<file path="src/sv/hcrw_pkg.sv">
`default_nettype none
package hcrw_pkg;

  localparam int MAX_DIGITS_DEF = 32;
  localparam int REG_COUNT_DEF  = 16;
  localparam int ACC_W          = 32;
  localparam int BYTE_W         = 8;
  localparam int WAIT_W         = 12;
  localparam int IDX_OUT_W      = 4;
  localparam int START_W        = 4;
  localparam int DIGIT_W        = 4;
  localparam int CHAR_W         = 8;
  // results per command: at most half the largest digit count, rounded up
  localparam int RES_CNT_W      = 5;

  localparam logic KIND_WRITE = 1'b0;
  localparam logic KIND_WAIT  = 1'b1;

  localparam logic [CHAR_W-1:0] CHAR_CMD_REG   = 8'h72;
  localparam logic [CHAR_W-1:0] CHAR_CMD_VALUE = 8'h76;
  localparam logic [CHAR_W-1:0] CHAR_CMD_WAIT  = 8'h77;
  localparam logic [CHAR_W-1:0] CHAR_SKIP      = 8'h5F;

  typedef enum logic [1:0] {
    MODE_NONE,
    MODE_REG,
    MODE_VALUE,
    MODE_WAIT
  } mode_t;

  typedef struct packed {
    logic                 kind;
    logic [START_W-1:0]   start_reg;
    logic [ACC_W-1:0]     acc;
    logic [RES_CNT_W-1:0] n_res;
  } cmd_t;

  typedef struct packed {
    logic               is_hex;
    logic [DIGIT_W-1:0] value;
  } hex_t;

  function automatic hex_t hex_decode(input logic [CHAR_W-1:0] c);
    hex_t r;
    r.is_hex = 1'b0;
    r.value  = '0;
    if (c >= 8'h30 && c <= 8'h39) begin
      r.is_hex = 1'b1;
      r.value  = DIGIT_W'(c - 8'h30);
    end else if (c >= 8'h61 && c <= 8'h66) begin
      r.is_hex = 1'b1;
      r.value  = DIGIT_W'(c - 8'h57);
    end else if (c >= 8'h41 && c <= 8'h46) begin
      r.is_hex = 1'b1;
      r.value  = DIGIT_W'(c - 8'h37);
    end
    return r;
  endfunction

endpackage
`default_nettype wire

</file>
<file path="src/sv/hcrw_in_if.sv">
`default_nettype none
interface hcrw_in_if;
  logic       valid;
  logic       ready;
  logic [7:0] char_code;

  modport source (output valid, output char_code, input ready);
  modport sink   (input valid, input char_code, output ready);
endinterface
`default_nettype wire

</file>
<file path="src/sv/hcrw_out_if.sv">
`default_nettype none
interface hcrw_out_if;
  logic        valid;
  logic        ready;
  logic        kind;
  logic [3:0]  reg_index;
  logic [7:0]  reg_value;
  logic [11:0] wait_ms;
  logic        last;

  modport source (output valid, output kind, output reg_index, output reg_value,
                  output wait_ms, output last, input ready);
  modport sink   (input valid, input kind, input reg_index, input reg_value,
                  input wait_ms, input last, output ready);
endinterface
`default_nettype wire

</file>
<file path="src/sv/hcrw_front.sv">
`default_nettype none
module hcrw_front #(
  parameter int MAX_DIGITS = hcrw_pkg::MAX_DIGITS_DEF
) (
  input  wire logic          clk,
  input  wire logic          rst_n,
  hcrw_in_if.sink            in_chan,
  input  wire logic          q_full,
  output logic               q_push,
  output hcrw_pkg::cmd_t     q_data
);

  localparam int CNT_W = $clog2(MAX_DIGITS + 1);

  hcrw_pkg::mode_t                    mode_r, mode_nxt;
  logic [hcrw_pkg::START_W-1:0]       start_r, start_nxt;
  logic [hcrw_pkg::ACC_W-1:0]         acc_r, acc_nxt;
  logic [CNT_W-1:0]                   cnt_r, cnt_nxt;
  logic [CNT_W:0]                     cnt_plus;
  hcrw_pkg::hex_t                     hex;
  logic                               accept;

  assign in_chan.ready = !q_full;
  assign accept        = in_chan.valid && in_chan.ready;
  assign hex           = hcrw_pkg::hex_decode(in_chan.char_code);
  assign cnt_plus      = {1'b0, cnt_r} + (CNT_W+1)'(1);

  always_ff @(posedge clk) begin
    if (!rst_n) begin
      mode_r  <= hcrw_pkg::MODE_NONE;
      start_r <= '0;
      acc_r   <= '0;
      cnt_r   <= '0;
    end else begin
      mode_r  <= mode_nxt;
      start_r <= start_nxt;
      acc_r   <= acc_nxt;
      cnt_r   <= cnt_nxt;
    end
  end

  always_comb begin
    mode_nxt        = mode_r;
    start_nxt       = start_r;
    acc_nxt         = acc_r;
    cnt_nxt         = cnt_r;
    q_push          = 1'b0;
    q_data.kind     = (mode_r == hcrw_pkg::MODE_WAIT) ? hcrw_pkg::KIND_WAIT
                                                      : hcrw_pkg::KIND_WRITE;
    q_data.start_reg = start_r;
    q_data.acc      = acc_r;
    q_data.n_res    = (mode_r == hcrw_pkg::MODE_WAIT) ? hcrw_pkg::RES_CNT_W'(1)
                                                      : hcrw_pkg::RES_CNT_W'(cnt_plus >> 1);
    if (accept) begin
      if (hex.is_hex) begin
        if (mode_r == hcrw_pkg::MODE_REG) begin
          start_nxt = hex.value;
          mode_nxt  = hcrw_pkg::MODE_VALUE;
          acc_nxt   = '0;
          cnt_nxt   = '0;
        end else begin
          acc_nxt = {acc_r[hcrw_pkg::ACC_W-hcrw_pkg::DIGIT_W-1:0], hex.value};
          if (cnt_r < CNT_W'(MAX_DIGITS)) begin
            cnt_nxt = cnt_plus[CNT_W-1:0];
          end
        end
      end else if (in_chan.char_code != hcrw_pkg::CHAR_SKIP) begin
        q_push = (cnt_r != '0) &&
                 (mode_r == hcrw_pkg::MODE_VALUE || mode_r == hcrw_pkg::MODE_WAIT);
        case (in_chan.char_code)
          hcrw_pkg::CHAR_CMD_REG:   mode_nxt = hcrw_pkg::MODE_REG;
          hcrw_pkg::CHAR_CMD_VALUE: mode_nxt = hcrw_pkg::MODE_VALUE;
          hcrw_pkg::CHAR_CMD_WAIT:  mode_nxt = hcrw_pkg::MODE_WAIT;
          default:                  mode_nxt = mode_r;
        endcase
        acc_nxt = '0;
        cnt_nxt = '0;
      end
    end
  end

`ifndef SYNTHESIS
  a_cnt_sat: assert property (@(posedge clk) disable iff (!rst_n)
    cnt_r <= CNT_W'(MAX_DIGITS))
    else $error("digit count above saturation");
  a_push_mode: assert property (@(posedge clk) disable iff (!rst_n)
    q_push |-> (mode_r == hcrw_pkg::MODE_VALUE || mode_r == hcrw_pkg::MODE_WAIT))
    else $error("request queued outside value or wait mode");
`endif

endmodule
`default_nettype wire

</file>
<file path="src/sv/hcrw_queue.sv">
`default_nettype none
module hcrw_queue (
  input  wire logic           clk,
  input  wire logic           rst_n,
  input  wire logic           push,
  input  wire hcrw_pkg::cmd_t push_data,
  output logic                full,
  input  wire logic           pop,
  output logic                empty,
  output hcrw_pkg::cmd_t      head
);

  hcrw_pkg::cmd_t entry_r [2];
  logic           wr_ptr_r, wr_ptr_nxt;
  logic           rd_ptr_r, rd_ptr_nxt;
  logic [1:0]     cnt_r, cnt_nxt;

  assign full  = (cnt_r == 2'd2);
  assign empty = (cnt_r == 2'd0);
  assign head  = entry_r[rd_ptr_r];

  always_comb begin
    wr_ptr_nxt = push ? !wr_ptr_r : wr_ptr_r;
    rd_ptr_nxt = pop ? !rd_ptr_r : rd_ptr_r;
    cnt_nxt    = cnt_r + 2'(push) - 2'(pop);
  end

  always_ff @(posedge clk) begin
    if (!rst_n) begin
      wr_ptr_r <= 1'b0;
      rd_ptr_r <= 1'b0;
      cnt_r    <= '0;
    end else begin
      wr_ptr_r <= wr_ptr_nxt;
      rd_ptr_r <= rd_ptr_nxt;
      cnt_r    <= cnt_nxt;
    end
  end

  always_ff @(posedge clk) begin
    if (push) begin
      entry_r[wr_ptr_r] <= push_data;
    end
  end

`ifndef SYNTHESIS
  a_no_overflow: assert property (@(posedge clk) disable iff (!rst_n)
    push |-> !full)
    else $error("queue overflow");
  a_no_underflow: assert property (@(posedge clk) disable iff (!rst_n)
    pop |-> !empty)
    else $error("queue underflow");
`endif

endmodule
`default_nettype wire

</file>
<file path="src/sv/hcrw_back.sv">
`default_nettype none
module hcrw_back #(
  parameter int REG_COUNT = hcrw_pkg::REG_COUNT_DEF
) (
  input  wire logic           clk,
  input  wire logic           rst_n,
  input  wire logic           q_empty,
  input  wire hcrw_pkg::cmd_t q_head,
  output logic                q_pop,
  hcrw_out_if.source          out_chan
);

  localparam int IDX_W = $clog2(REG_COUNT);

  logic [IDX_W-1:0]                first_tbl [16];
  logic                            busy_r, busy_nxt;
  logic [hcrw_pkg::RES_CNT_W-1:0]  rem_r, rem_nxt;
  logic [IDX_W-1:0]                idx_r, idx_nxt;
  logic [hcrw_pkg::ACC_W-1:0]      acc_r, acc_nxt;
  logic                            kind_r, kind_nxt;
  logic                            advance;
  logic [IDX_W+hcrw_pkg::IDX_OUT_W-1:0] idx_ext;

  logic                             out_valid_r, out_valid_nxt;
  logic                             out_kind_r;
  logic [hcrw_pkg::IDX_OUT_W-1:0]   out_index_r;
  logic [hcrw_pkg::BYTE_W-1:0]      out_value_r;
  logic [hcrw_pkg::WAIT_W-1:0]      out_wait_r;
  logic                             out_last_r;

  for (genvar k = 0; k < 16; k++) begin : g_first
    assign first_tbl[k] = IDX_W'(k % REG_COUNT);
  end

  assign q_pop   = !busy_r && !q_empty;
  assign advance = busy_r && (!out_valid_r || out_chan.ready);
  assign idx_ext = {{hcrw_pkg::IDX_OUT_W{1'b0}}, idx_r};

  always_comb begin
    busy_nxt = busy_r;
    rem_nxt  = rem_r;
    idx_nxt  = idx_r;
    acc_nxt  = acc_r;
    kind_nxt = kind_r;
    if (q_pop) begin
      busy_nxt = 1'b1;
      rem_nxt  = q_head.n_res;
      idx_nxt  = first_tbl[q_head.start_reg];
      acc_nxt  = q_head.acc;
      kind_nxt = q_head.kind;
    end else if (advance) begin
      rem_nxt  = rem_r - hcrw_pkg::RES_CNT_W'(1);
      busy_nxt = (rem_r != hcrw_pkg::RES_CNT_W'(1));
      acc_nxt  = $signed(acc_r) >>> hcrw_pkg::BYTE_W;
      idx_nxt  = (idx_r == IDX_W'(REG_COUNT - 1)) ? '0 : idx_r + IDX_W'(1);
    end
    out_valid_nxt = advance ? 1'b1 : (out_chan.ready ? 1'b0 : out_valid_r);
  end

  always_ff @(posedge clk) begin
    if (!rst_n) begin
      busy_r      <= 1'b0;
      out_valid_r <= 1'b0;
    end else begin
      busy_r      <= busy_nxt;
      out_valid_r <= out_valid_nxt;
    end
  end

  always_ff @(posedge clk) begin
    rem_r  <= rem_nxt;
    idx_r  <= idx_nxt;
    acc_r  <= acc_nxt;
    kind_r <= kind_nxt;
    if (advance) begin
      out_kind_r <= kind_r;
      out_last_r <= (rem_r == hcrw_pkg::RES_CNT_W'(1));
      if (kind_r == hcrw_pkg::KIND_WAIT) begin
        out_index_r <= '0;
        out_value_r <= '0;
        out_wait_r  <= acc_r[hcrw_pkg::WAIT_W-1:0];
      end else begin
        out_index_r <= idx_ext[hcrw_pkg::IDX_OUT_W-1:0];
        out_value_r <= acc_r[hcrw_pkg::BYTE_W-1:0];
        out_wait_r  <= '0;
      end
    end
  end

  assign out_chan.valid     = out_valid_r;
  assign out_chan.kind      = out_kind_r;
  assign out_chan.reg_index = out_index_r;
  assign out_chan.reg_value = out_value_r;
  assign out_chan.wait_ms   = out_wait_r;
  assign out_chan.last      = out_last_r;

`ifndef SYNTHESIS
  a_busy_rem: assert property (@(posedge clk) disable iff (!rst_n)
    busy_r |-> rem_r != '0)
    else $error("busy with no results left");
  a_wait_last: assert property (@(posedge clk) disable iff (!rst_n)
    out_valid_r && out_kind_r == hcrw_pkg::KIND_WAIT |-> out_last_r)
    else $error("wait request not marked last");
`endif

endmodule
`default_nettype wire

</file>
<file path="src/sv/hex_command_register_writer_unit.sv">
// A terminating character's command passes the two-entry command queue between parser
// and emitter, the emitter's command registers and the output register. Throughput:
// one character per cycle; a command then emits one request per cycle while the
// receiver is ready, up to sixteen. The input stalls only while that queue is full.
// Reset: synchronous active-low rst_n clears parser state, queue and output valid.
`default_nettype none
module hex_command_register_writer_unit #(
  parameter int MAX_DIGITS = hcrw_pkg::MAX_DIGITS_DEF,
  parameter int REG_COUNT  = hcrw_pkg::REG_COUNT_DEF
) (
  input  wire logic  clk,
  input  wire logic  rst_n,
  hcrw_in_if.sink    in_chan,
  hcrw_out_if.source out_chan
);

  logic           q_push;
  logic           q_pop;
  logic           q_full;
  logic           q_empty;
  hcrw_pkg::cmd_t q_wdata;
  hcrw_pkg::cmd_t q_head;

  hcrw_front #(
    .MAX_DIGITS (MAX_DIGITS)
  ) u_front (
    .clk     (clk),
    .rst_n   (rst_n),
    .in_chan (in_chan),
    .q_full  (q_full),
    .q_push  (q_push),
    .q_data  (q_wdata)
  );

  hcrw_queue u_queue (
    .clk       (clk),
    .rst_n     (rst_n),
    .push      (q_push),
    .push_data (q_wdata),
    .full      (q_full),
    .pop       (q_pop),
    .empty     (q_empty),
    .head      (q_head)
  );

  hcrw_back #(
    .REG_COUNT (REG_COUNT)
  ) u_back (
    .clk      (clk),
    .rst_n    (rst_n),
    .q_empty  (q_empty),
    .q_head   (q_head),
    .q_pop    (q_pop),
    .out_chan (out_chan)
  );

endmodule
`default_nettype wire

</file>
<file path="src/flat_wrapper.sv">
// flat-port wrapper written by rule: the top's interface ports become plain ports
module hex_command_register_writer_unit_flat 
#(
  parameter int MAX_DIGITS = hcrw_pkg::MAX_DIGITS_DEF,
  parameter int REG_COUNT  = hcrw_pkg::REG_COUNT_DEF
)
  (clk, rst_n, in_chan_valid, in_chan_char_code, in_chan_ready, out_chan_valid, out_chan_kind, out_chan_reg_index, out_chan_reg_value, out_chan_wait_ms, out_chan_last, out_chan_ready);
  hcrw_in_if in_chan_i ();
  hcrw_out_if out_chan_i ();
  input  wire logic clk;
  input  wire logic rst_n;
  input wire logic [$bits(in_chan_i.valid)-1:0] in_chan_valid;
  input wire logic [$bits(in_chan_i.char_code)-1:0] in_chan_char_code;
  output wire logic [$bits(in_chan_i.ready)-1:0] in_chan_ready;
  output wire logic [$bits(out_chan_i.valid)-1:0] out_chan_valid;
  output wire logic [$bits(out_chan_i.kind)-1:0] out_chan_kind;
  output wire logic [$bits(out_chan_i.reg_index)-1:0] out_chan_reg_index;
  output wire logic [$bits(out_chan_i.reg_value)-1:0] out_chan_reg_value;
  output wire logic [$bits(out_chan_i.wait_ms)-1:0] out_chan_wait_ms;
  output wire logic [$bits(out_chan_i.last)-1:0] out_chan_last;
  input wire logic [$bits(out_chan_i.ready)-1:0] out_chan_ready;
  assign in_chan_i.valid = in_chan_valid;
  assign in_chan_i.char_code = in_chan_char_code;
  assign in_chan_ready = in_chan_i.ready;
  assign out_chan_valid = out_chan_i.valid;
  assign out_chan_kind = out_chan_i.kind;
  assign out_chan_reg_index = out_chan_i.reg_index;
  assign out_chan_reg_value = out_chan_i.reg_value;
  assign out_chan_wait_ms = out_chan_i.wait_ms;
  assign out_chan_last = out_chan_i.last;
  assign out_chan_i.ready = out_chan_ready;
  hex_command_register_writer_unit #(.MAX_DIGITS(MAX_DIGITS), .REG_COUNT(REG_COUNT)) u_core (.clk(clk), .rst_n(rst_n), .in_chan(in_chan_i), .out_chan(out_chan_i));
endmodule
</file>
<file path="config.mk">
export PLATFORM = sky130hd
export DESIGN_NAME = hex_command_register_writer_unit_flat
export DESIGN_NICKNAME = d
export VERILOG_FILES = /design/src/sv/hcrw_pkg.sv /design/src/sv/hcrw_in_if.sv /design/src/sv/hcrw_out_if.sv /design/src/sv/hcrw_front.sv /design/src/sv/hcrw_queue.sv /design/src/sv/hcrw_back.sv /design/src/sv/hex_command_register_writer_unit.sv /design/src/flat_wrapper.sv
export SDC_FILE = /design/constraint.sdc
export NUM_CORES = 1
export LEC_CHECK = 0
export ABC_AREA = 1
export BUFFER_PORTS_ARGS = -buffer_cell sky130_fd_sc_hd__buf_2
export CORE_MARGIN = 5
export CORE_UTILIZATION = 40
export CTS_CLUSTER_SIZE = 25
export DETAILED_ROUTE_END_ITERATION = 8
export PLACE_DENSITY = 0.68
export RECOVER_POWER = 50
export SETUP_SLACK_MARGIN = 0.4
export SYNTH_ARGS = -nofsm -noshare
export SYNTH_HDL_FRONTEND = slang
export SYNTH_SLANG_ARGS = --single-unit
</file>
<file path="constraint.sdc">
create_clock -name clk -period 8.2 [get_ports clk]
set_input_delay 1.64 -clock clk [delete_from_list [all_inputs] [get_ports clk]]
set_output_delay 1.64 -clock clk [all_outputs]
set_load 0.02 [all_outputs]
</file>
==> flow_summary.toml, run 1 <==
[timing]
worstMarginPinSlew_ps = 2779
period_share_pct = 47.04
totalNegativeSetupSlack_ps = 0
fmax_mhz = 259.3
worst_slack_ps = 4343
fin_crit_ps = 3857
hold_viol = 0
rsz0062_at_grt = "no"
slew_violations = 154
setup_viol = 0
maxSlewHeadroom_pct = -85.25
finalClockSkew_ps = 7.775

[clock_tree]
post_cts_resize_count = 0
cts_sinks = 203
clk_pin_slew_worst_paths_ps = 60
cts_hold_buffers = 0
cts_made_buffers = 20
cts_tree = "built"
cts_root_buf = "clkbuf_16"
clock_path_buffers = 3
h-tree-depth = 1
post_cts_buffers = 0
clk_latency_ps = 480

[synth]
synthCells = 722
synth_top_family_by_area = "simple AND/OR/NAND/NOR gates"
synth-xor-area-share_pct = 1.179
synth_compound_area_share_pct = 5.926
yosys.area.top_type = "edfxtp_1"
synthMuxAreaShare_pct = 0
syn-mean-instance-area_um2 = 11.32
synth_top_cell_area_share_pct = 55.86
ys_async_sr_fraction_pct = 0
netlist_top_cells_count = "edfxtp_1, nor2_1, nand2_1"
yosys.area_share.simple_pct = 17.75
yosysMostFrequentCell = "edfxtp_1"
yosysSeqAreaShare_pct = 68.35
yosysWarnings = 0
synth_edf_count = 152
synth_ff_type = "edfxtp_1"
synth_cell_types = 32
synth.net_count = 745
ys_seq_elements = 203
synth.area.top_cells = "edfxtp_1, dfxtp_1, nor2_1"
yosys.area_share.adder_pct = 1.684
syn_area_um2 = 8172

[route]
vias = 4884
routedWlPerCell_um = 13.28
wl_met2_mm = 6.444
drtIter0Drc = 444
wl_met3_um = 940
drt_wl_total_mm = 13.84
met1Wirelength_mm = 6.231
drtPass1Iterations = 4
postRouteAntennaNets = 0
vias_per_cell = 4.687
drc = 0
top_layer_used = "met4"

[min_path]
hp-start = "u_core.u_queue.rd_ptr_r"
holdPathEnd = "u_core.u_queue.rd_ptr_r"
min_path_cells = 1
hold_path_class = "reg2reg"

[critical_path]
rr_worst_depth = 9
path_class = "reg2reg"
required_ps = 8610
setup.worst_path.end_class = "register"
worstSetupStartpointType = "register"
cp.arrival_ps = 4260
path_max_fanout = 68
rrSetupSlack_ps = 4340
r2r_start = "u_core.u_queue.cnt_r[1]"
r2r-end = "u_core.u_queue.cnt_r[1]"

[final_layout]
drive_above_1_share_pct = 15.28
area_growth_pct = 12.79
antenna_cells = 0
fin_cells = 1042
fin_util_pct = 45.69
nNetsFinal = 782

[grt]
grt_pass1_wl_mm = 23.07
grt_pass1_vias = 4658
antenna_found_initial = 0
grt_max_degree = 69
overflow = 0
track_usage_pct = 11.89

[place]
port_buffers = 39
pre_cts_ws_ps = 3844
gp_congestion = 0.7904
dp_cells = 1007
dp_hpwl_mm = 8.828

[pwr]
switchingPower_w = 0.001043
power_density_nw_per_um2 = 355.3
power_frac_comb_pct = 26.0
clkPwrFrac_pct = 26.3
ir_drop_uv = 169.5
seq_power_share_pct = 47.7
p_int_w = 0.002231
swShare_pct = 31.86
leakage_nw = 3.549

[outcome]
violations = "max-capacitance violations, max-slew violations"
status = "finished with violations"

[floorplanning]
initial_core_util_pct = 40.51
core_um2 = 20170
ios = 40
fp.dieW_um = 152.9
rows = 52
die_area_um2 = 23390
fp.dieH_um = 152.9

[run]
maxCapViolations = 3
[layout by cell type (no fill, tap or decap), types with 2 or more instances in the layout]
cell,netlist,routed
nand4_1,3,3
clkbuf_16,0,21
a21oi_1,21,21
nor2_4,0,2
inv_2,4,4
xnor2_1,2,2
edfxtp_1,152,152
or2_2,3,3
nand2_2,6,6
nor2_1,135,132
dfxtp_1,51,51
a31oi_1,26,26
xor2_1,9,9
nand3_1,20,20
buf_2,10,38
o21a_1,2,2
o31ai_1,9,9
clkinv_1,0,4
ha_1,11,11
nor2_2,2,3
o21ai_1,2,2
inv_1,64,64
nand3_2,2,2
nand2_1,117,117
nor3_2,27,27
o21ai_0,14,14
buf_4,0,2
o211ai_1,2,2
clkbuf_1,15,9
nor3_1,3,3
clkinv_2,0,3
clkbuf_8,0,2
[cells by family after synthesis]
group / count (synthesis)
AOI/OAI and AO/OA: 80
buffers and inverters: 98
xor gates and xnor gates: 11
adders and majority gates: 11
and+or+nand+nor: 319
DFF: 203
[critical path, cell delays in order, from the launching register on]
cell and delay (ps):
dfxtp_1 420, inv_1 60, a21oi_1 200, clkbuf_1 1990, ha_1 510, inv_1 70
ha_1 150, xor2_1 170, o21ai_0 90, a21oi_1 130
[worst max path at each step]
stage,startpoint,to,cells after the start
after floorplan,out_chan_ready,u_core.u_back.acc_r[0],4
after global placement,in_chan_char_code[0],u_core.u_queue.entry_r[1][7],10
after detailed placement,in_chan_char_code[0],u_core.u_queue.entry_r[1][7],10
after CTS,in_chan_char_code[0],u_core.u_queue.entry_r[1][5],10
after global routing,u_core.u_queue.cnt_r[1],u_core.u_queue.cnt_r[1],9
final,u_core.u_queue.cnt_r[1],u_core.u_queue.cnt_r[1],9
[power groups by stage]
stage	sequential [W]	combinational (W)	clock (W)
6_report	0.00156	0.000852	0.000861
5_1_grt	0.00159	0.000981	0.000925
4_1_cts	0.00155	0.000874	0.000881
3_5_place_dp	0.00157	0.000870	0
3_3_place_gp	0.00157	0.000858	0
2_1_floorplan	0.00162	0.000609	0
[registers in the layout, summed over array words and instances (netlist names), 2 cells and up, named ones only]
| name | cells |
|---|---|
| u_core.u_back.out_chan.reg_value | 8 |
| u_core.u_front.acc_r | 32 |
| u_core.u_queue.cnt_r | 2 |
| u_core.u_front.start_r | 4 |
| u_core.u_back.acc_r | 32 |
| u_core.u_back.rem_r | 5 |
| u_core.u_back.idx_r | 4 |
| u_core.u_front.mode_r | 2 |
| u_core.u_front.cnt_r | 6 |
| u_core.u_queue.entry_r | 84 |
| u_core.u_back.out_chan.wait_ms | 12 |
| u_core.u_back.out_chan.reg_index | 4 |
[routing by layer]
layer  up-vias  GRT usage [%]
li1       2510              -
met1      2238          16.42
met2       119          19.01
met3        17          2.347
met4         0          3.903
met5         -              0
[final cells by class]
cell class / instances / area [um2]
tap: 270 / 337.8
timing repair buffer: 45 / 224.0
inverter: 68 / 255.2
clock inverter: 8 / 60.06
clock buffer: 27 / 568.0
multi-input combinational: 421 / 2186
sequential: 203 / 5585
fill: 1833 / 10950
[through the flow]
| stage | hold slack [ps] | total power, W | cell area (um2) |
|---|---|---|---|
| 3_5_place_dp | 443.4 | 0.002445 | 8627 |
| 4_1_cts | 454.7 | 0.003310 | 9255 |
| 2_1_floorplan | 420.3 | 0.002227 | 8172 |
| 3_3_place_gp | 435.5 | 0.002428 | 8627 |
| 6_report | 450.7 | 0.003275 | 9216 |
| 5_1_grt | 472.1 | 0.003499 | 9216 |
(Power assumes the default switching activity.)
==> run 2: changes to the inputs <==
- clock period: 8.2 -> 4 ns (I/O delays scaled with it)
==> run 2 against run 1 <==
The flow still finishes with violations (max-capacitance violations, max-slew violations). Clock-buffer cell count is 3 lower. Wire length is 0.80% higher. Sequential share of layout area is 0.16 points lower. Via count is 0.23% higher. Worst setup slack worse by 3100 ps. Power is 110% higher. Global-route usage is 0.18 points higher. Sequential power is 110% higher. Hold slack worse by 1.4 ps. Critical path depth is 5 lower. Clock skew is 3.7 ps higher. Combinational power is 100% higher.
==> flow_summary.toml, run 2 (same netlist as run 1, synthesis figures left out) <==
[outcome]
status = "finished with violations"
violations = "max-capacitance violations, max-slew violations"

[final_layout]
largest_register_ffs = 84
mostFrequentLayoutCells = "edfxtp_1, nor2_1, nand2_1, inv_1, dfxtp_1"
largest_register = "u_core.u_queue.entry_r"
fin_area_um2 = 9241
fin_cells = 1046
antenna_cells = 0
nNetsFinal = 785
drive_above_1_share_pct = 12.37
area_growth_pct = 13.09
fillCellCount = 1861
mostFrequentLayoutCell = "edfxtp_1"
largestRegisters = "u_core.u_queue.entry_r x84, u_core.u_back.acc_r x32, u_core.u_front.acc_r x32"

[critical_path]
critPathSlowestCell = "clkbuf_2"
path_max_fanout = 64
r2r_start = "u_core.u_queue.cnt_r[1]"
setup.worst_path.end_class = "register"
required_ps = 4170
path_buf_inv = 2
rrSetupSlack_ps = 1290
r2r-end = "u_core.u_back.acc_r[21]"
worstPathCellList = "inv_1 -> a21oi_1 -> clkbuf_2 -> a31oi_1"
rr_worst_depth = 4
critPathMaxStageDelay_ps = 1030
cp_top_family = "buffers and inverters"
worstSetupStartpointType = "register"
path_class = "reg2reg"
cp.arrival_ps = 2880

[min_path]
holdPathEnd = "u_core.u_queue.entry_r[0][36]"
hp-start = "u_core.u_front.acc_r[31]"
hold_path_class = "reg2reg"
min_path_cells = 0

[timing]
worst_slack_ps = 1287
totalNegativeSetupSlack_ps = 0
finalClockSkew_ps = 11.51
setup_viol = 0
period_share_pct = 67.82
holdWs_ps = 449.3
maxSlewHeadroom_pct = -21.35
slew_violations = 58
hold_viol = 0
fmax_mhz = 368.6
fin_crit_ps = 2713
rsz0062_at_grt = "no"
worstMarginPinSlew_ps = 1814

[route]
vias = 4895
postRouteAntennaNets = 0
vias_per_cell = 4.680
drtPass1Iterations = 5
routedWlPerCell_um = 13.33
drt_wl_total_mm = 13.95
drtIter0Drc = 399
drc = 0

[floorplanning]
initial_core_util_pct = 40.51
core_um2 = 20170
die_area_um2 = 23390
rows = 52
fp.dieH_um = 152.9
ios = 40
fp.dieW_um = 152.9

[clock_tree]
cts_hold_buffers = 0
clk_latency_ps = 490
cts_made_buffers = 20
post_cts_resize_count = 0
post_cts_buffers = 0
cts_sinks = 203
cts_tree = "built"
clock_path_buffers = 3
cts_root_buf = "clkbuf_16"
h-tree-depth = 1
clk_pin_slew_worst_paths_ps = 60

[place]
port_buffers = 39
pre_cts_ws_ps = 1136
gp_congestion = 0.7533
dp_cells = 1010
place_area_um2 = 8650
dp_hpwl_mm = 9.028

[pwr]
power_frac_comb_pct = 25.3
leakage_nw = 3.512
seq_power_share_pct = 46.9
swShare_pct = 31.99
clkPwrFrac_pct = 27.7
p_int_w = 0.004628
switchingPower_w = 0.002177
power_density_nw_per_um2 = 736.4
ir_drop_uv = 359.7

[run]
maxCapViolations = 2

[grt]
overflow = 0
track_usage_pct = 12.08
antenna_found_initial = 0
grt_pass1_vias = 4541
grt_max_degree = 65
grt_pass1_wl_mm = 23.36
## run 2: per-layer routing
metal / part of all wire [%] / vias up / wire (um) / GRT usage, %
met3: 5.4 / 20 / 755 / 2.884
met1: 48 / 2275 / 6710 / 17.11
met2: 45 / 87 / 6235 / 18.50
met4: 1.7 / 0 / 244 / 3.818
met5: 0 / - / 0 / 0
li1: - / 2513 / - / -
## run 2: power by group through the flow
stage	combinational, W	sequential (W)	clock (W)
finish	0.00172	0.00320	0.00189
global placement	0.00179	0.00322	0
global route	0.00198	0.00325	0.00204
CTS	0.00182	0.00319	0.00193
detailed placement	0.00181	0.00323	0
floorplan	0.00125	0.00330	0
## run 2: cell type report
class	count	area, um2	share of cell area [%]
multi-input cells	421	2170	23.48
clock inverters	12	136.4	1.476
inverters	68	255.2	2.762
repair buffers	48	220.2	2.383
clock buffers	24	536.8	5.808
well taps	270	337.8	3.656
flip-flops and latches	203	5585	60.44
## run 2: worst max path at each step
stage | from | endpoint | slack [ps] | depth (start not counted)
floorplan | out_chan_ready | u_core.u_back.acc_r[0] | 810 | 4
global placement | in_chan_char_code[0] | u_core.u_queue.cnt_r[1] | 1170 | 15
global route | in_chan_char_code[0] | u_core.u_queue.cnt_r[1] | 980 | 15
finish | u_core.u_queue.cnt_r[1] | u_core.u_back.acc_r[21] | 1290 | 4
detailed placement | in_chan_char_code[0] | u_core.u_queue.cnt_r[1] | 1140 | 15
CTS | in_chan_char_code[0] | u_core.u_queue.cnt_r[1] | 1620 | 15
## run 2: worst register-to-register path: cells and delay by family, from the launching register on
| kind | cells | cell delay, ps |
|---|---|---|
| AOI/OAI and AO/OA | 2 | 890 |
| buffers and inverters | 2 | 1100 |
| DFF | 1 | 410 |
## run 2: metrics by stage
step	util [%]	power [W]
global route	45.82	0.007275
detailed placement	42.88	0.005043
global placement	42.88	0.005015
floorplan	-	0.004551
CTS	46.22	0.006931
finish	45.82	0.006806
==> run 3: changes to the inputs <==
- PLACE_DENSITY: 0.68 -> 0.7
- clock period: 4 -> 2.2 ns (I/O delays scaled with it)
==> run 3 against run 2 <==
The flow now finishes without violations. Combinational power grew 94%. Critical path depth grew 4. Hold slack lost 200 ps. Clock-buffer cell count grew 6. Global-route usage grew 0.38 points. Fmax grew 41%. Via count grew 1.9%. Die area is the same. First-iteration DRC count shrank 34%. Register-to-register slack lost 1000 ps. Largest cell class unchanged. Largest power group unchanged.
==> flow_summary.toml, run 3 (same netlist as run 1, synthesis figures left out) <==
[route]
top_layer_used = "met4"
drc = 0
wl_met3_um = 752
drtPass1Iterations = 4
met1Wirelength_mm = 6.642
vias = 4988
wl_met2_mm = 6.737
routedWlPerCell_um = 13.49
vias_per_cell = 4.706
postRouteAntennaNets = 0
drtIter0Drc = 263
drt_wl_total_mm = 14.30

[critical_path]
path_max_fanout = 29
path_class = "reg2reg"
worstSetupStartpointType = "register"
cp.arrival_ps = 2110
setup.worst_path.end_class = "register"
required_ps = 2380

[clock_tree]
h-tree-depth = 1
cts_sinks = 203
cts_root_buf = "clkbuf_16"
cts_hold_buffers = 0
cts_tree = "built"
clk_latency_ps = 490
clock_path_buffers = 3
clk_pin_slew_worst_paths_ps = 60
cts_made_buffers = 20

[pwr]
power_frac_comb_pct = 26.3
power_density_nw_per_um2 = 1325
leakage_nw = 3.638
swShare_pct = 32.06
clkPwrFrac_pct = 27.9
ir_drop_uv = 637.3
switchingPower_w = 0.004062
seq_power_share_pct = 45.8
p_int_w = 0.008609
finalPower_w = 0.01267

[timing]
holdWs_ps = 254.1
fmax_mhz = 518.9
period_share_pct = 87.59
worstMarginPinSlew_ps = 890.7
worst_slack_ps = 273.0
maxSlewHeadroom_pct = 40.62
rsz0062_at_grt = "yes"
slew_violations = 0
finalClockSkew_ps = 16.15
setup_viol = 0
fin_crit_ps = 1927
hold_viol = 0

[final_layout]
antenna_cells = 0
mostFrequentLayoutCell = "edfxtp_1"
largest_register = "u_core.u_queue.entry_r"
largest_register_ffs = 84
multi_input_comb_area_um2 = 2250
seqCellArea_um2 = 5588
fillCellCount = 1801
drive_above_1_share_pct = 16.08
area_growth_pct = 17.00
nNetsFinal = 799
mostFrequentLayoutCells = "edfxtp_1, nor2_1, nand2_1, inv_1, dfxtp_1"
fin_util_pct = 47.40
largestRegisters = "u_core.u_queue.entry_r x84, u_core.u_back.acc_r x32, u_core.u_front.acc_r x32"

[floorplanning]
rows = 52
die_area_um2 = 23390
initial_core_util_pct = 40.51
core_um2 = 20170
fp.dieH_um = 152.9
ios = 40
fp.dieW_um = 152.9

[place]
port_buffers = 39
gp_congestion = 0.7694
dp_hpwl_mm = 9.189
pre_cts_ws_ps = -63.54

[grt]
grt_max_degree = 68
track_usage_pct = 12.46
grt_pass1_vias = 4876
overflow = 0
antenna_found_initial = 0
grt_pass1_wl_mm = 24.28

[outcome]
status = "complete, no violations"

[run]
maxCapViolations = 0

[min_path]
hold_path_class = "in2reg"
==> run 3: changes by cell type in the layout (fill, tap and decap cells not counted), moves of 3 or more <==
cell,delta
nand2_2,-3
clkbuf_16,+3
clkbuf_8,+3
ha_2,+3
ha_1,-4
buf_12,+5
inv_1,-4
buf_4,+4
==> run 3: power groups by stage <==
stage               Combinational [W]  Clock (W)  Sequential [W]
finish                        0.00333    0.00354         0.00580
global route                  0.00381    0.00380         0.00591
CTS                           0.00345    0.00361         0.00580
detailed placement            0.00341          0         0.00587
global placement              0.00333          0         0.00585
floorplan                     0.00232          0         0.00597
==> run 3: final timing paths <==
check                            from                             to  slack [ps]  depth (start not counted)
min reg2reg  u_core.u_front.acc_r[30]  u_core.u_queue.entry_r[1][35]         460                          0
max           u_core.u_queue.cnt_r[0]  u_core.u_queue.entry_r[1][15]         270                          8
max reg2reg   u_core.u_queue.cnt_r[0]  u_core.u_queue.entry_r[1][15]         270                          8
min                    out_chan_ready   u_core.u_back.out_chan.valid         250                          4
==> run 3: cell type report <==
type	instances	area share (%)
clock buffers	30	6.832
clock inverters	6	0.6675
inverters	68	2.905
multi-input cells	421	23.53
flip-flops and latches	203	58.45
well taps	270	3.534
repair buffers	62	4.083
==> run 3: per-stage QoR <==
stage	cell area [um2]	setup TNS (ps)	instances
6_report	9560	0	1060
2_1_floorplan	8265	0	722
3_5_place_dp	8860	-1253	1021
5_1_grt	9560	0	1060
3_3_place_gp	8860	-47.01	1021
4_1_cts	9619	0	1059
==> run 3: timing repair <==
| item | in CTS | in global routing |
|---|---|---|
| gates cloned | 0 | 0 |
| setup endpoints to repair | 86 | 74 |
| pin swaps | 5 | 2 |
| gates resized for setup | 11 | 6 |
| setup buffers | 2 | 1 |
==> run 3: per-layer routing <==
layer  vias up  track usage [%]
li1       2549                -
met4         0            3.140
met1      2334            16.53
met3        15            2.714
met2        90            20.97
met5         -                0
==> run 3: critical path: stages (launching register included) <==
cell and delay, ps:
dfxtp_2 330, inv_2 60, a21boi_4 160, nand2_1 130, nor2_4 150, nand2_4 60, buf_4 140, nor2_1 320
buf_12 260
